File: src/hw/rtl/rccm_pkg.sv
// ----------------------------------------------------------------------------
// rccm_pkg
// shared types, constants and register indexes of the rc capacitance meter
// ----------------------------------------------------------------------------
package rccm_pkg;

    localparam int MAX_RANGES_DEFAULT = 4;

    localparam int RES_W     = 24;
    localparam int CFG_IDX_W = 3;
    localparam int SAMPLE_W  = 10;
    localparam int TIME_W    = 32;
    localparam int NUM_W     = 42;
    localparam int THR_W     = 35;
    localparam int IN_W      = 56;
    localparam int OUT_W     = 88;

    localparam logic [SAMPLE_W-1:0] CHARGE_LEVEL = 10'd648;
    localparam logic [TIME_W-1:0]   LONG_US      = 32'd3000000;
    localparam logic [TIME_W-1:0]   SHORT_US     = 32'd1000000;
    localparam logic [10:0]         MIN_NF       = 11'd1300;
    localparam logic [9:0]          NF_SCALE     = 10'd1000;

    localparam logic [CFG_IDX_W-1:0] REG_R_OHM_0     = 3'd0;
    localparam logic [CFG_IDX_W-1:0] REG_R_OHM_1     = 3'd1;
    localparam logic [CFG_IDX_W-1:0] REG_R_OHM_2     = 3'd2;
    localparam logic [CFG_IDX_W-1:0] REG_R_OHM_3     = 3'd3;
    localparam logic [CFG_IDX_W-1:0] REG_RANGE_COUNT = 3'd4;
    localparam logic [CFG_IDX_W-1:0] REG_PIN_COUNT   = 3'd5;
    localparam logic [CFG_IDX_W-1:0] REG_DIS_LEVEL   = 3'd6;
    localparam logic [CFG_IDX_W-1:0] REG_SAFE_LEVEL  = 3'd7;

    typedef enum logic [1:0] {
        MODE_SAFE = 2'd0,
        MODE_DIS  = 2'd1,
        MODE_CHG  = 2'd2
    } mode_t;

    typedef enum logic [2:0] {
        ST_IDLE,
        ST_CHECK,
        ST_DIV_LOAD,
        ST_DIV,
        ST_FINISH,
        ST_OUT
    } ctrl_state_t;

    typedef struct packed {
        logic exec;
        logic div_load;
        logic div_step;
        logic div_finish;
    } dp_cmd_t;

    typedef struct packed {
        logic done;
        logic div_last;
    } dp_status_t;

endpackage

File: src/hw/rtl/rccm_div.sv
// ----------------------------------------------------------------------------
// rccm_div
// restoring divider, one quotient bit per step, for charge time * 1000 / r
// ----------------------------------------------------------------------------
module rccm_div
(
    input  logic                            clk,
    input  logic                            rst_n,
    input  logic                            load,
    input  logic                            step,
    input  logic [rccm_pkg::NUM_W-1:0]      num,
    input  logic [rccm_pkg::RES_W-1:0]      den,
    output logic [rccm_pkg::NUM_W-1:0]      quo,
    output logic                            last
);

    localparam int CNT_W = $clog2(rccm_pkg::NUM_W);

    logic [rccm_pkg::NUM_W-1:0] q_reg;
    logic [rccm_pkg::NUM_W-1:0] q_next;
    logic [rccm_pkg::RES_W-1:0] rem_reg;
    logic [rccm_pkg::RES_W-1:0] rem_next;
    logic [rccm_pkg::RES_W-1:0] den_reg;
    logic [rccm_pkg::RES_W-1:0] den_next;
    logic [CNT_W-1:0]           cnt_reg;
    logic [CNT_W-1:0]           cnt_next;
    logic [rccm_pkg::RES_W:0]   trial;
    logic                       ge;

    always_comb
    begin
        trial    = {rem_reg, q_reg[rccm_pkg::NUM_W-1]};
        ge       = trial >= {1'b0, den_reg};
        q_next   = q_reg;
        rem_next = rem_reg;
        den_next = den_reg;
        cnt_next = cnt_reg;
        if (load)
        begin
            q_next   = num;
            rem_next = '0;
            den_next = den;
            cnt_next = CNT_W'(rccm_pkg::NUM_W - 1);
        end
        else if (step)
        begin
            q_next   = {q_reg[rccm_pkg::NUM_W-2:0], ge};
            rem_next = ge ? rccm_pkg::RES_W'(trial - {1'b0, den_reg})
                          : trial[rccm_pkg::RES_W-1:0];
            cnt_next = cnt_reg - CNT_W'(1);
        end
    end

    always_ff @(posedge clk or negedge rst_n)
    begin
        if (!rst_n)
        begin
            cnt_reg <= '0;
        end
        else
        begin
            cnt_reg <= cnt_next;
        end
    end

    always_ff @(posedge clk)
    begin
        q_reg   <= q_next;
        rem_reg <= rem_next;
        den_reg <= den_next;
    end

    assign quo  = q_reg;
    assign last = (cnt_reg == '0);

endmodule

File: src/hw/rtl/rccm_ctrl.sv
// ----------------------------------------------------------------------------
// rccm_ctrl
// sequencer: poll execution, capacitance divide and result transfer
// ----------------------------------------------------------------------------
module rccm_ctrl
(
    input  logic                    clk,
    input  logic                    rst_n,
    input  logic                    in_valid,
    output logic                    in_ready,
    output logic                    out_valid,
    input  logic                    out_ready,
    output rccm_pkg::dp_cmd_t       cmd,
    input  rccm_pkg::dp_status_t    status
);

    rccm_pkg::ctrl_state_t state_reg;
    rccm_pkg::ctrl_state_t state_next;

    always_ff @(posedge clk or negedge rst_n)
    begin
        if (!rst_n)
        begin
            state_reg <= rccm_pkg::ST_IDLE;
        end
        else
        begin
            state_reg <= state_next;
        end
    end

    always_comb
    begin
        state_next = state_reg;
        cmd        = '0;
        in_ready   = 1'b0;
        out_valid  = 1'b0;
        case (state_reg)
            rccm_pkg::ST_IDLE:
            begin
                in_ready = 1'b1;
                if (in_valid)
                begin
                    cmd.exec   = 1'b1;
                    state_next = rccm_pkg::ST_CHECK;
                end
            end
            rccm_pkg::ST_CHECK:
            begin
                state_next = status.done ? rccm_pkg::ST_DIV_LOAD : rccm_pkg::ST_OUT;
            end
            rccm_pkg::ST_DIV_LOAD:
            begin
                cmd.div_load = 1'b1;
                state_next   = rccm_pkg::ST_DIV;
            end
            rccm_pkg::ST_DIV:
            begin
                cmd.div_step = 1'b1;
                if (status.div_last)
                begin
                    state_next = rccm_pkg::ST_FINISH;
                end
            end
            rccm_pkg::ST_FINISH:
            begin
                cmd.div_finish = 1'b1;
                state_next     = rccm_pkg::ST_OUT;
            end
            rccm_pkg::ST_OUT:
            begin
                out_valid = 1'b1;
                if (out_ready)
                begin
                    state_next = rccm_pkg::ST_IDLE;
                end
            end
            default:
            begin
                state_next = rccm_pkg::ST_IDLE;
            end
        endcase
    end

endmodule

File: src/hw/rtl/rccm_dp.sv
// ----------------------------------------------------------------------------
// rccm_dp
// datapath: configuration, mode and charge state, autorange and result regs
// ----------------------------------------------------------------------------
module rccm_dp
#(
    parameter int MAX_RANGES = rccm_pkg::MAX_RANGES_DEFAULT
)
(
    input  logic                                clk,
    input  logic                                rst_n,
    input  logic                                cfg_we,
    input  logic [rccm_pkg::CFG_IDX_W-1:0]      cfg_index,
    input  logic [rccm_pkg::RES_W-1:0]          cfg_data,
    input  logic [rccm_pkg::IN_W-1:0]           in_data,
    output logic [rccm_pkg::OUT_W-1:0]          out_data,
    input  rccm_pkg::dp_cmd_t                   cmd,
    output rccm_pkg::dp_status_t                status
);

    localparam int NR = 4;

    // config
    logic [rccm_pkg::RES_W-1:0]     r_ohm_reg [NR];
    logic [2:0]                     range_count_reg;
    logic [2:0]                     pin_count_reg;
    logic [rccm_pkg::SAMPLE_W-1:0]  dis_level_reg;
    logic [rccm_pkg::SAMPLE_W-1:0]  safe_level_reg;

    // poll state
    rccm_pkg::mode_t                mode_reg, mode_next;
    logic                           charging_reg, charging_next;
    logic [1:0]                     range_reg, range_next;
    logic [2:0]                     retry_reg, retry_next;
    logic [rccm_pkg::TIME_W-1:0]    start_reg, start_next;
    logic [3:0]                     mask_reg, mask_next;
    logic                           dis_on_reg, dis_on_next;
    logic [rccm_pkg::TIME_W-1:0]    cap_reg, cap_next;
    logic [rccm_pkg::TIME_W-1:0]    time_reg, time_next;
    logic [rccm_pkg::SAMPLE_W-1:0]  peak_reg, peak_next;
    logic                           done_reg, done_next;
    logic [rccm_pkg::TIME_W-1:0]    dt_reg, dt_next;
    logic [rccm_pkg::NUM_W-1:0]     num_reg;
    logic [rccm_pkg::THR_W-1:0]     thr_reg;

    logic                           in_running;
    logic [rccm_pkg::SAMPLE_W-1:0]  in_sample;
    logic [rccm_pkg::TIME_W-1:0]    in_time;
    logic [rccm_pkg::SAMPLE_W-1:0]  in_rebound;

    logic [2:0]                     np;
    logic                           multi;
    logic                           up_ok;
    logic [rccm_pkg::TIME_W-1:0]    start_v;
    logic [rccm_pkg::TIME_W-1:0]    dt_v;
    logic [rccm_pkg::RES_W-1:0]     r_raw;
    logic [rccm_pkg::RES_W-1:0]     r_sel;
    logic [rccm_pkg::NUM_W-1:0]     num_prod;
    logic [rccm_pkg::NUM_W-1:0]     quo;
    logic                           div_last;

    function automatic logic [3:0] all_pins(input logic [2:0] n);
        logic [3:0] m;
        case (n)
            3'd0:    m = 4'b0000;
            3'd1:    m = 4'b0001;
            3'd2:    m = 4'b0011;
            3'd3:    m = 4'b0111;
            default: m = 4'b1111;
        endcase
        return m;
    endfunction

    assign in_running = in_data[0];
    assign in_sample  = in_data[10:1];
    assign in_time    = in_data[42:11];
    assign in_rebound = in_data[52:43];

    assign np    = (pin_count_reg > 3'd4) ? 3'd4 : pin_count_reg;
    assign multi = range_count_reg > 3'd1;
    assign up_ok = (({1'b0, range_reg} + 3'd1) < np) && ((int'(range_reg) + 1) < MAX_RANGES);

    always_comb
    begin
        mode_next     = mode_reg;
        charging_next = charging_reg;
        range_next    = range_reg;
        retry_next    = retry_reg;
        start_next    = start_reg;
        mask_next     = mask_reg;
        dis_on_next   = dis_on_reg;
        time_next     = time_reg;
        peak_next     = peak_reg;
        done_next     = done_reg;
        dt_next       = dt_reg;
        start_v       = start_reg;
        dt_v          = '0;
        if (cmd.exec)
        begin
            done_next = 1'b0;
            case (mode_reg)
                rccm_pkg::MODE_CHG:
                begin
                    if (!charging_reg)
                    begin
                        if (multi)
                        begin
                            mask_next = ({1'b0, range_reg} < np) ? (4'b0001 << range_reg)
                                                                  : 4'b0000;
                        end
                        else
                        begin
                            mask_next = all_pins(np);
                        end
                        start_v       = in_time;
                        charging_next = 1'b1;
                    end
                    start_next = start_v;
                    dt_v       = in_time - start_v;
                    if (in_sample < rccm_pkg::CHARGE_LEVEL)
                    begin
                        // too slow: step down a range
                        if (dt_v > rccm_pkg::LONG_US && range_reg != 2'd0 && multi)
                        begin
                            charging_next = 1'b0;
                            mode_next     = rccm_pkg::MODE_DIS;
                            mask_next     = '0;
                            dis_on_next   = 1'b0;
                            range_next    = range_reg - 2'd1;
                            retry_next    = (retry_reg < 3'd7) ? retry_reg + 3'd1 : retry_reg;
                        end
                    end
                    else if (dt_v < rccm_pkg::SHORT_US && multi && retry_reg < 3'd2 && up_ok)
                    begin
                        // too fast: step up a range
                        range_next    = range_reg + 2'd1;
                        retry_next    = (retry_reg < 3'd7) ? retry_reg + 3'd1 : retry_reg;
                        charging_next = 1'b0;
                        mode_next     = rccm_pkg::MODE_DIS;
                        mask_next     = '0;
                        dis_on_next   = 1'b0;
                    end
                    else
                    begin
                        charging_next = 1'b0;
                        mode_next     = rccm_pkg::MODE_DIS;
                        mask_next     = '0;
                        dis_on_next   = 1'b0;
                        time_next     = dt_v;
                        peak_next     = in_sample;
                        retry_next    = '0;
                        done_next     = 1'b1;
                        dt_next       = dt_v;
                    end
                    if (!in_running)
                    begin
                        charging_next = 1'b0;
                        mode_next     = rccm_pkg::MODE_DIS;
                        mask_next     = '0;
                        dis_on_next   = 1'b0;
                    end
                end
                rccm_pkg::MODE_SAFE:
                begin
                    if (in_running)
                    begin
                        mode_next = rccm_pkg::MODE_CHG;
                    end
                    else if (in_sample > safe_level_reg)
                    begin
                        mode_next = rccm_pkg::MODE_DIS;
                    end
                end
                default:
                begin
                    mode_next = rccm_pkg::MODE_DIS;
                    if (in_sample > dis_level_reg)
                    begin
                        dis_on_next = 1'b1;
                    end
                    else if (in_rebound <= dis_level_reg)
                    begin
                        charging_next = 1'b0;
                        mask_next     = '0;
                        dis_on_next   = 1'b0;
                        mode_next     = rccm_pkg::MODE_SAFE;
                    end
                end
            endcase
        end
    end

    // capacitance: resistor select, scaling and saturation
    assign r_raw    = multi ? r_ohm_reg[range_reg] : r_ohm_reg[0];
    assign r_sel    = (r_raw == '0) ? rccm_pkg::RES_W'(1) : r_raw;
    assign num_prod = rccm_pkg::NUM_W'(dt_reg) * rccm_pkg::NUM_W'(rccm_pkg::NF_SCALE);

    always_comb
    begin
        cap_next = cap_reg;
        if (cmd.div_finish)
        begin
            if (num_reg <= rccm_pkg::NUM_W'(thr_reg))
            begin
                cap_next = '0;
            end
            else if (quo[rccm_pkg::NUM_W-1:rccm_pkg::TIME_W] != '0)
            begin
                cap_next = '1;
            end
            else
            begin
                cap_next = quo[rccm_pkg::TIME_W-1:0];
            end
        end
    end

    rccm_div u_div
    (
        .clk   (clk),
        .rst_n (rst_n),
        .load  (cmd.div_load),
        .step  (cmd.div_step),
        .num   (num_prod),
        .den   (r_sel),
        .quo   (quo),
        .last  (div_last)
    );

    always_ff @(posedge clk or negedge rst_n)
    begin
        if (!rst_n)
        begin
            r_ohm_reg[0]    <= 24'd1000;
            r_ohm_reg[1]    <= 24'd10000;
            r_ohm_reg[2]    <= 24'd100000;
            r_ohm_reg[3]    <= 24'd1000000;
            range_count_reg <= 3'd1;
            pin_count_reg   <= 3'd1;
            dis_level_reg   <= 10'd10;
            safe_level_reg  <= 10'd20;
            mode_reg        <= rccm_pkg::MODE_DIS;
            charging_reg    <= 1'b0;
            range_reg       <= '0;
            retry_reg       <= '0;
            start_reg       <= '0;
            mask_reg        <= '0;
            dis_on_reg      <= 1'b0;
            cap_reg         <= '0;
            time_reg        <= '0;
            peak_reg        <= '0;
            done_reg        <= 1'b0;
        end
        else
        begin
            if (cfg_we)
            begin
                case (cfg_index)
                    rccm_pkg::REG_R_OHM_0:     r_ohm_reg[0]    <= cfg_data;
                    rccm_pkg::REG_R_OHM_1:     r_ohm_reg[1]    <= cfg_data;
                    rccm_pkg::REG_R_OHM_2:     r_ohm_reg[2]    <= cfg_data;
                    rccm_pkg::REG_R_OHM_3:     r_ohm_reg[3]    <= cfg_data;
                    rccm_pkg::REG_RANGE_COUNT: range_count_reg <= cfg_data[2:0];
                    rccm_pkg::REG_PIN_COUNT:   pin_count_reg   <= cfg_data[2:0];
                    rccm_pkg::REG_DIS_LEVEL:   dis_level_reg   <= cfg_data[9:0];
                    rccm_pkg::REG_SAFE_LEVEL:  safe_level_reg  <= cfg_data[9:0];
                    default:                   ;
                endcase
            end
            mode_reg     <= mode_next;
            charging_reg <= charging_next;
            range_reg    <= range_next;
            retry_reg    <= retry_next;
            start_reg    <= start_next;
            mask_reg     <= mask_next;
            dis_on_reg   <= dis_on_next;
            cap_reg      <= cap_next;
            time_reg     <= time_next;
            peak_reg     <= peak_next;
            done_reg     <= done_next;
        end
    end

    always_ff @(posedge clk)
    begin
        dt_reg <= dt_next;
        if (cmd.div_load)
        begin
            num_reg <= num_prod;
            thr_reg <= rccm_pkg::THR_W'(r_sel) * rccm_pkg::THR_W'(rccm_pkg::MIN_NF);
        end
    end

    assign status.done     = done_reg;
    assign status.div_last = div_last;

    assign out_data = {4'b0000, range_reg, peak_reg, time_reg, cap_reg,
                       done_reg, dis_on_reg, mask_reg, mode_reg};

endmodule

File: src/hw/rtl/rc_capacitance_meter_autorange_top.sv
// ----------------------------------------------------------------------------
// rc_capacitance_meter_autorange_top
// rc time-constant capacitance meter with resistor autoranging
// ----------------------------------------------------------------------------
//  channel   direction  handshake                     content
//  s_axis    in         s_axis_tvalid/s_axis_tready   one adc poll
//  m_axis    out        m_axis_tvalid/m_axis_tready   one status/result per poll
//  cfg       in         cfg_we                        register write, no read-back
//
//  a poll with no finished measurement goes from ST_CHECK straight to ST_OUT
//  a completed measurement adds ST_DIV_LOAD, 42-step restoring divider, ST_FINISH
//  one poll is in flight at a time; input is not taken until the result transfers
//  a stalled result holds its value while m_axis_tready is low
//  after reset the block is in discharging mode with default registers
// ----------------------------------------------------------------------------
module rc_capacitance_meter_autorange_top
#(
    parameter int MAX_RANGES = rccm_pkg::MAX_RANGES_DEFAULT
)
(
    input  logic                                clk,
    input  logic                                rst_n,
    input  logic                                s_axis_tvalid,
    output logic                                s_axis_tready,
    // running, sample[10], time_us[32], rebound_sample[10]
    input  logic [rccm_pkg::IN_W-1:0]           s_axis_tdata,
    output logic                                m_axis_tvalid,
    input  logic                                m_axis_tready,
    // mode[2], charge_drive[4], discharge_drive, new_result, capacitance_nf[32],
    // charge_time_us[32], peak_sample[10], range_index[2]
    output logic [rccm_pkg::OUT_W-1:0]          m_axis_tdata,
    input  logic                                cfg_we,
    input  logic [rccm_pkg::CFG_IDX_W-1:0]      cfg_index,
    input  logic [rccm_pkg::RES_W-1:0]          cfg_data
);

    rccm_pkg::dp_cmd_t    cmd;
    rccm_pkg::dp_status_t status;

    rccm_ctrl u_ctrl
    (
        .clk       (clk),
        .rst_n     (rst_n),
        .in_valid  (s_axis_tvalid),
        .in_ready  (s_axis_tready),
        .out_valid (m_axis_tvalid),
        .out_ready (m_axis_tready),
        .cmd       (cmd),
        .status    (status)
    );

    rccm_dp
    #(
        .MAX_RANGES (MAX_RANGES)
    )
    u_dp
    (
        .clk       (clk),
        .rst_n     (rst_n),
        .cfg_we    (cfg_we),
        .cfg_index (cfg_index),
        .cfg_data  (cfg_data),
        .in_data   (s_axis_tdata),
        .out_data  (m_axis_tdata),
        .cmd       (cmd),
        .status    (status)
    );

endmodule
File: config.mk
export PLATFORM = sky130hd
export DESIGN_NAME = rc_capacitance_meter_autorange_top
export DESIGN_NICKNAME = d
export VERILOG_FILES = /design/src/hw/rtl/rccm_pkg.sv /design/src/hw/rtl/rccm_div.sv /design/src/hw/rtl/rccm_ctrl.sv /design/src/hw/rtl/rccm_dp.sv /design/src/hw/rtl/rc_capacitance_meter_autorange_top.sv
export SDC_FILE = /design/constraint.sdc
export NUM_CORES = 1
export LEC_CHECK = 0
export BUFFER_PORTS_ARGS = -buffer_cell sky130_fd_sc_hd__buf_2
export CAP_MARGIN = 20
export CORE_MARGIN = 10
export CORE_UTILIZATION = 48
export CTS_CLUSTER_DIAMETER = 60
export DETAILED_ROUTE_END_ITERATION = 10
export GPL_ROUTABILITY_DRIVEN = 1
export GPL_TIMING_DRIVEN = 0
export PLACE_DENSITY = 0.72
export SLEW_MARGIN = 25
export SYNTH_ARGS = -nofsm -noshare
export SYNTH_HDL_FRONTEND = slang
export SYNTH_SLANG_ARGS = --single-unit
File: constraint.sdc
create_clock -name clk -period 12.06 [get_ports clk]
set_clock_uncertainty 0.05 [all_clocks]
set_input_delay 0.603 -clock clk [delete_from_list [all_inputs] [get_ports clk]]
set_output_delay 0.603 -clock clk [all_outputs]
set_load 0.01 [all_outputs]
=== Word-level counts from Yosys, hierarchy flattened ===
Index checks and enable logic that the tools add are counted.

* Bits in registers: 445
* Input bits: 88
* Output and inout bits: 90
* Word-level logic and storage cells: 185

* Add/subtract/negate cells: 8
* $mul: 2
* $lt $le $gt $ge: 16
* Eq/ne operators: 24
* Shift-type cells: 1
* Mux-type cells: 67
* Bitwise logic cells: 4
* Reduce and logical (&&, ||, !) cells: 35

{| class="wikitable"
|+ Operator list
! operator !! count
|-
| two-way mux 32 bit || 5
|-
| two-way mux 24 bit || 5
|-
| two-way mux 42 bit || 2
|-
| binary-select mux 24 bit (select 2 bit) || 1
|-
| less-or-equal comparator 42 x 35 -> 1 bit || 1
|-
| multiplier 32 x 7 -> 39 bit (second input constant) || 1
|-
| multiplier 24 x 9 -> 33 bit (second input constant) || 1
|-
| greater-than comparator 32 x 22 -> 1 bit (second input constant) || 1
|-
| less-than comparator 32 x 20 -> 1 bit (second input constant) || 1
|-
| less-than comparator 32 x 4 -> 1 bit (second input constant) || 1
|-
| two-way mux 4 bit || 8
|-
| subtractor 32 bit || 1
|-
| two-way mux 3 bit || 9
|-
| greater-or-equal comparator 25 x 24 -> 1 bit || 1
|-
| zero test 24 bit || 1
|-
| subtractor 24 bit || 1
|-
| greater-than comparator 10 bit || 2
|-
| two-way mux 1 bit || 20
|-
| equality test 3 x 2 -> 1 bit (second input constant) || 6
|-
| equality test 3 bit (second input constant) || 6
|-
| two-way mux 2 bit || 9
|-
| case mux 3 bit (6 select lines) || 1
|-
| AND reduction 2 bit || 9
|-
| case mux 4 bit (4 select lines) || 1
|-
| other kinds (38) || 63
|}

=== Logic depth before layout (Yosys ltp) ===
* Depth in word-level cells: 11
* Gate-level depth with buffers: 28
* Depth with buffers taken out: 27

=== By module ===
A second synthesis with hierarchy kept.

* Cells, all modules: 2,902
* Area total of the unflattened synthesis: 31,590.3 um2

{| class="wikitable"
|+ Modules (own cells, without submodules)
! module !! instances !! cells an instance !! area each (um2)
|-
| rccm_dp || 1 || 2,327 || 25,598.3
|-
| rccm_div || 1 || 547 || 5,773.0
|-
| rccm_ctrl || 1 || 28 || 219.0
|}

=== Worst setup path before layout ===
No wires, ideal clock.

* Path kind: register -> register
* From: register u_dp.range_reg[1]
* To: register u_dp.thr_reg[33] (netlist bit) (data pin)
* Arrival: 6.354 ns
* Data required time: 11.745 ns
* Setup slack: 5.391 ns
* Cell stages (with the launch flop): 24
* Path buffers: 2
* Clock period less this slack: 6.669 ns
* Path through: dfrtp_1 -> buf_1 -> clkbuf_1 -> mux2_2 -> a221o_1 -> nor4_1 -> nand4_1 -> o31ai_1 -> ha_1 -> ha_1 -> ha_1 -> inv_1 -> fa_1 -> inv_1 -> ha_1 -> a21boi_0 -> or4_1 -> a41o_1 -> o221a_2 -> a41oi_1 -> a21oi_1 -> a211oi_1 -> o21ai_0 -> xor2_1

* Word-level cells in the longest chain between the ends: 8

{| class="wikitable"
|+ RTL lines
! item !! RTL line !! source
|-
| start: declaration || rccm_dp.sv:33 || <nowiki>logic [1:0] range_reg, range_next;</nowiki>
|-
| start signal: assignment || rccm_dp.sv:272 || <nowiki>range_reg <= range_next;</nowiki>
|-
| NOT 2 -> 3 bit (not written as such) * || rccm_dp.sv:194 || <nowiki>assign r_raw = multi ? r_ohm_reg[range_reg] : r_ohm_reg[0];</nowiki>
|-
| binary-select mux 24 bit (select 2 bit) * || rccm_dp.sv:194 ||
|-
| two-way mux 24 bit (not written as such) * (2 in a row) || rccm_dp.sv:194 ||
|-
| two-way mux 24 bit * || rccm_dp.sv:194 ||
|-
| zero test 24 bit || rccm_dp.sv:195 || <nowiki>assign r_sel = (r_raw == '0) ? rccm_pkg::RES_W'(1) : r_raw;</nowiki>
|-
| two-way mux 24 bit * || rccm_dp.sv:195 ||
|-
| via u_dp.r_sel, one bit || rccm_dp.sv:57 || <nowiki>logic [rccm_pkg::RES_W-1:0] r_sel;</nowiki>
|-
| multiplier 24 x 9 -> 33 bit * || rccm_dp.sv:290 || <nowiki>thr_reg <= rccm_pkg::THR_W'(r_sel) * rccm_pkg::THR_W'(rccm_pkg::MIN_NF);</nowiki>
|-
| end signal: assignment || rccm_dp.sv:290 ||
|-
| end: declaration || rccm_dp.sv:44 || <nowiki>logic [rccm_pkg::THR_W-1:0] thr_reg;</nowiki>
|}

Mark *: on every way through the listed nets, which the timed path passes. The rest lies on a longest branch. The select of a mux whose other input is x is not followed.
A chain may end at the register's enable or synchronous reset.

=== Final worst setup path ===
Ends and elaborated chain as after synthesis.

==> results by group <==
Run status
  • Run status: completed

Drt
  • Via count: between 20000 and 25000
  • Post-route DRC: 0
  • WL/cell: approximately 19 um
  • Routed Wire Length: 76100 um
  • Via density: 5.58
  • Drt initial violations: 1539
  • DR pass1 iterations: 7
  • ANT nets after route: 0

Placement
  • IO Port Bufs: 168
  • Dpl hpwl: 59300 um
  • Worst slack, placed: 3680 ps
  • RePlAce Congestion: 0.908

Cells and area
  • Largest register FFs: 96
  • Fraction of layout cells with a size suffix above 1: 0.173
  • Filler cell count: 5606
  • Layout Nets: 3663
  • Area delta synth->final: 12.7%

Setup path
  • Worst path arrival time: 8720 ps
  • R2R Setup Slk: 3650 ps
  • Crit path launch type: register
  • Buffers plus inverters on the worst setup path: 5
  • CP max stage delay: 620 ps
  • R2R depth: 25
  • Most frequent cell on the critical path: ha_1
  • Setup crit end kind: register
  • Reg-to-Reg End: u_dp.thr_reg[33]$_DFFE_PP_
  • CP delay by family, top: compound AO/OA/AOI/OAI gates
  • Worst-path fanout max: 10
  • Setup CP Type: register to register
  • Slowest cell on the critical path: dfrtp_1
  • Crit path required time: 12360 ps
  • Reg2reg start: u_dp.range_reg[1]$_DFFE_PN0P_

Synth
  • Register area share after synthesis: 0.380
  • FFs w/ async S/R, synth: 0.566
  • Post-synthesis xor/xnor area fraction: 0.0328
  • Post-synth EDFFs: 165
  • Simple-gate share of the synthesized area: 0.0966
  • Mapped cell area: 31000 um^2
  • Cells after Synth: between 2000 and 3000
  • Avg Inst Size Synth: approximately 11 um^2
  • Compound-cell area share of the yosys netlist: 0.128
  • Most used DFF post-synth: dfrtp_1
  • Post-Synth Adder-Cell Area: 0.216
  • Multiplexer share of the synthesized area: 0.0934
  • Largest family of logic cells by synthesized area: adder cells
  • Seq cells post-synth: 442
  • Synth warn: 0
  • Distinct cells, synth: 86

GRT
  • Vias in the first global route: 22900
  • Largest net degree at the start of global routing: 81
  • GRT Total Usage: 0.201
  • Global-route wire length before repair: 122000 um
  • Total grt overflow: 0
  • Initial antenna violation count: 1
  • Grt met1 use: 0.267
  • GR peak layer: met2
  • M3 GR Usage: 0.0318
  • Met2 Track Usage GR: 0.340

Clocking
  • Clk Latency, worst-skew pair: 620 ps
  • Clock buffer count from CTS: 54
  • CTS Hold Bufs: 1
  • H-tree levels: 2
  • Clock tree buffer depth: 3
  • Clock-pin slew on the worst setup and hold paths: 60 ps
  • CTS tree: done
  • Postcts setup bufs: 0
  • # resized after CTS: 0
  • Clock root cell: clkbuf_16
  • Total clock sinks: 442

STA
  • Final Max Tran Viols: 0
  • Max_slew headroom: 0.304
  • Tcrit/Tclk final: 0.698
  • Final setup margin: 3650 ps
  • Hold Fails Final Rpt: 0
  • Final setup viols: 0
  • F_max: ~120 MHz
  • Setup TNS: 0 ps
  • Fin crit period: roughly 8400 ps
  • Worst Max-Slew Pin Slew: ~1000 ps
  • RSZ-0062 raised after global routing: no

Min path
  • Hold EP: u_dp.peak_reg[0]$_DFFE_PN0P_
  • Worst Hold Depth: 2
  • Worst hold path type: input port to register
  • Critical hold path startpoint: s_axis_tdata[1]

Run
  • Max cap viols: 0

Die
  • Die W: 274 um
  • Die height: 274 um
  • Ports: roughly 180
  • Effective utilization at floorplan: 0.483
  • Row cnt: 93
  • Die Area: 75200 um^2
  • Core footprint: 64200 um^2
## stage by stage
step / cells / hold slack (ps) / area [um^2] / util
3_3_place_gp: 3920 / 392 / 32900 / 0.513
2_1_floorplan: 2897 / 257 / 31000 / -
3_5_place_dp: 3924 / 395 / 33100 / 0.515
5_1_grt: 4027 / 177 / 35000 / 0.544
4_1_cts: 4027 / 167 / 35000 / 0.544
6_report: 4028 / 196 / 35000 / 0.544
## synth_stat cells, drive strengths merged (18+ instances only)
| cell type | n | share of area |
|---|---|---|
| o21a | 19 | 0.0046 |
| dfstp | 30 | 0.025 |
| xor2 | 45 | 0.013 |
| dfrtp | 220 | 0.18 |
| a221o | 18 | 0.0058 |
| a211oi | 21 | 0.0051 |
| buf | 27 | 0.0062 |
| a21oi | 200 | 0.032 |
| mux2i | 76 | 0.025 |
| a31oi | 18 | 0.0038 |
| o211ai | 27 | 0.0067 |
| dfxtp | 27 | 0.017 |
| ha | 303 | 0.12 |
| nand4 | 23 | 0.0046 |
| nor2b | 25 | 0.0050 |
| or2 | 43 | 0.0087 |
| fa | 146 | 0.094 |
| edfxtp | 165 | 0.16 |
| clkbuf | 68 | 0.0082 |
| o21ai | 110 | 0.018 |
| xnor2 | 71 | 0.020 |
| nor3 | 42 | 0.0068 |
| a22o | 55 | 0.016 |
| a21o | 55 | 0.013 |
| mux2 | 178 | 0.069 |
| nand3 | 61 | 0.0098 |
| inv | 318 | 0.038 |
| nand2 | 162 | 0.020 |
| nor2 | 160 | 0.019 |
## cells by family after synthesis
group           count (synthesis)
mux                           254
xor+xnor                      116
flops                         442
simple gates                  613
other cells                     1
compound gates                605
buf+inv                       414
fa+ha+maj                     449
## worst reg2reg max path, stage by stage, from the launching register on
cell,delay [ps]
dfrtp_1,620
buf_1,550
clkbuf_1,620
mux2i_1,360
nand2_1,100
o211ai_1,410
inv_1,140
nor4b_1,410
nand4_1,140
o31ai_1,540
ha_1,250
ha_1,250
ha_1,280
inv_1,50
fa_1,500
inv_1,40
ha_1,340
a21boi_0,190
or4_1,470
a41o_1,270
o221a_2,290
a41oi_1,260
a21oi_1,130
a211oi_1,480
o21ai_0,210
xor2_1,180
## layout by cell type (no fill, tap or decap), types with 42 or more instances in the layout
cell,synthesis,routed
dfrtp_1,220,220
nand3_1,61,61
edfxtp_1,165,165
ha_1,303,303
o21ai_0,107,107
clkbuf_1,68,79
mux2_2,143,143
nor2_1,160,160
nand2_1,161,161
a21oi_1,199,199
clkbuf_16,0,57
xor2_1,45,45
or2_2,42,42
mux2i_1,76,76
fa_1,146,146
buf_2,3,170
a22o_1,55,55
inv_1,318,318
a21o_1,55,55
xnor2_1,71,71
## routing by layer
metal | vias up | share of wire | wire [um]
met1 | 11100 | 0.44 | 33700
met2 | 525 | 0.48 | 36600
li1 | 10700 | - | -
met5 | - | 0.00014 | 11
met4 | 2 | 0.022 | 1710
met3 | 119 | 0.053 | 4020
## final cells by class
class | instances | area [um^2] | share of cell area
clock inverter | 25 | 305 | 0.00873
tap | 855 | 1070 | 0.0306
buffer | 95 | 454 | 0.0130
inverter | 319 | 1200 | 0.0343
antenna | 1 | 2.50 | 0.0000716
sequential | 442 | 11800 | 0.337
timing repair buffer | 173 | 971 | 0.0278
multi-input combinational | 2041 | 17600 | 0.504
clock buffer | 77 | 1570 | 0.0448
## worst max path at each step
stage,startpoint,to,slack (ps),depth (start not counted)
after global routing,u_dp.range_reg[1]$_DFFE_PN0P_,u_dp.thr_reg[33]$_DFFE_PP_,3270,25
after CTS,u_dp.range_reg[1]$_DFFE_PN0P_,u_dp.thr_reg[33]$_DFFE_PP_,3660,25
after detailed placement,u_dp.range_reg[1]$_DFFE_PN0P_,u_dp.thr_reg[33]$_DFFE_PP_,3680,25
final,u_dp.range_reg[1]$_DFFE_PN0P_,u_dp.thr_reg[33]$_DFFE_PP_,3650,25
after floorplan,u_dp.range_reg[1]$_DFFE_PN0P_,u_dp.thr_reg[33]$_DFFE_PP_,5390,23
after global placement,u_dp.range_reg[1]$_DFFE_PN0P_,u_dp.thr_reg[33]$_DFFE_PP_,3710,25
Power is left out: the tool's default activity adds up to more than one toggle a clock period on the data nets, which glitch-free logic cannot reach.
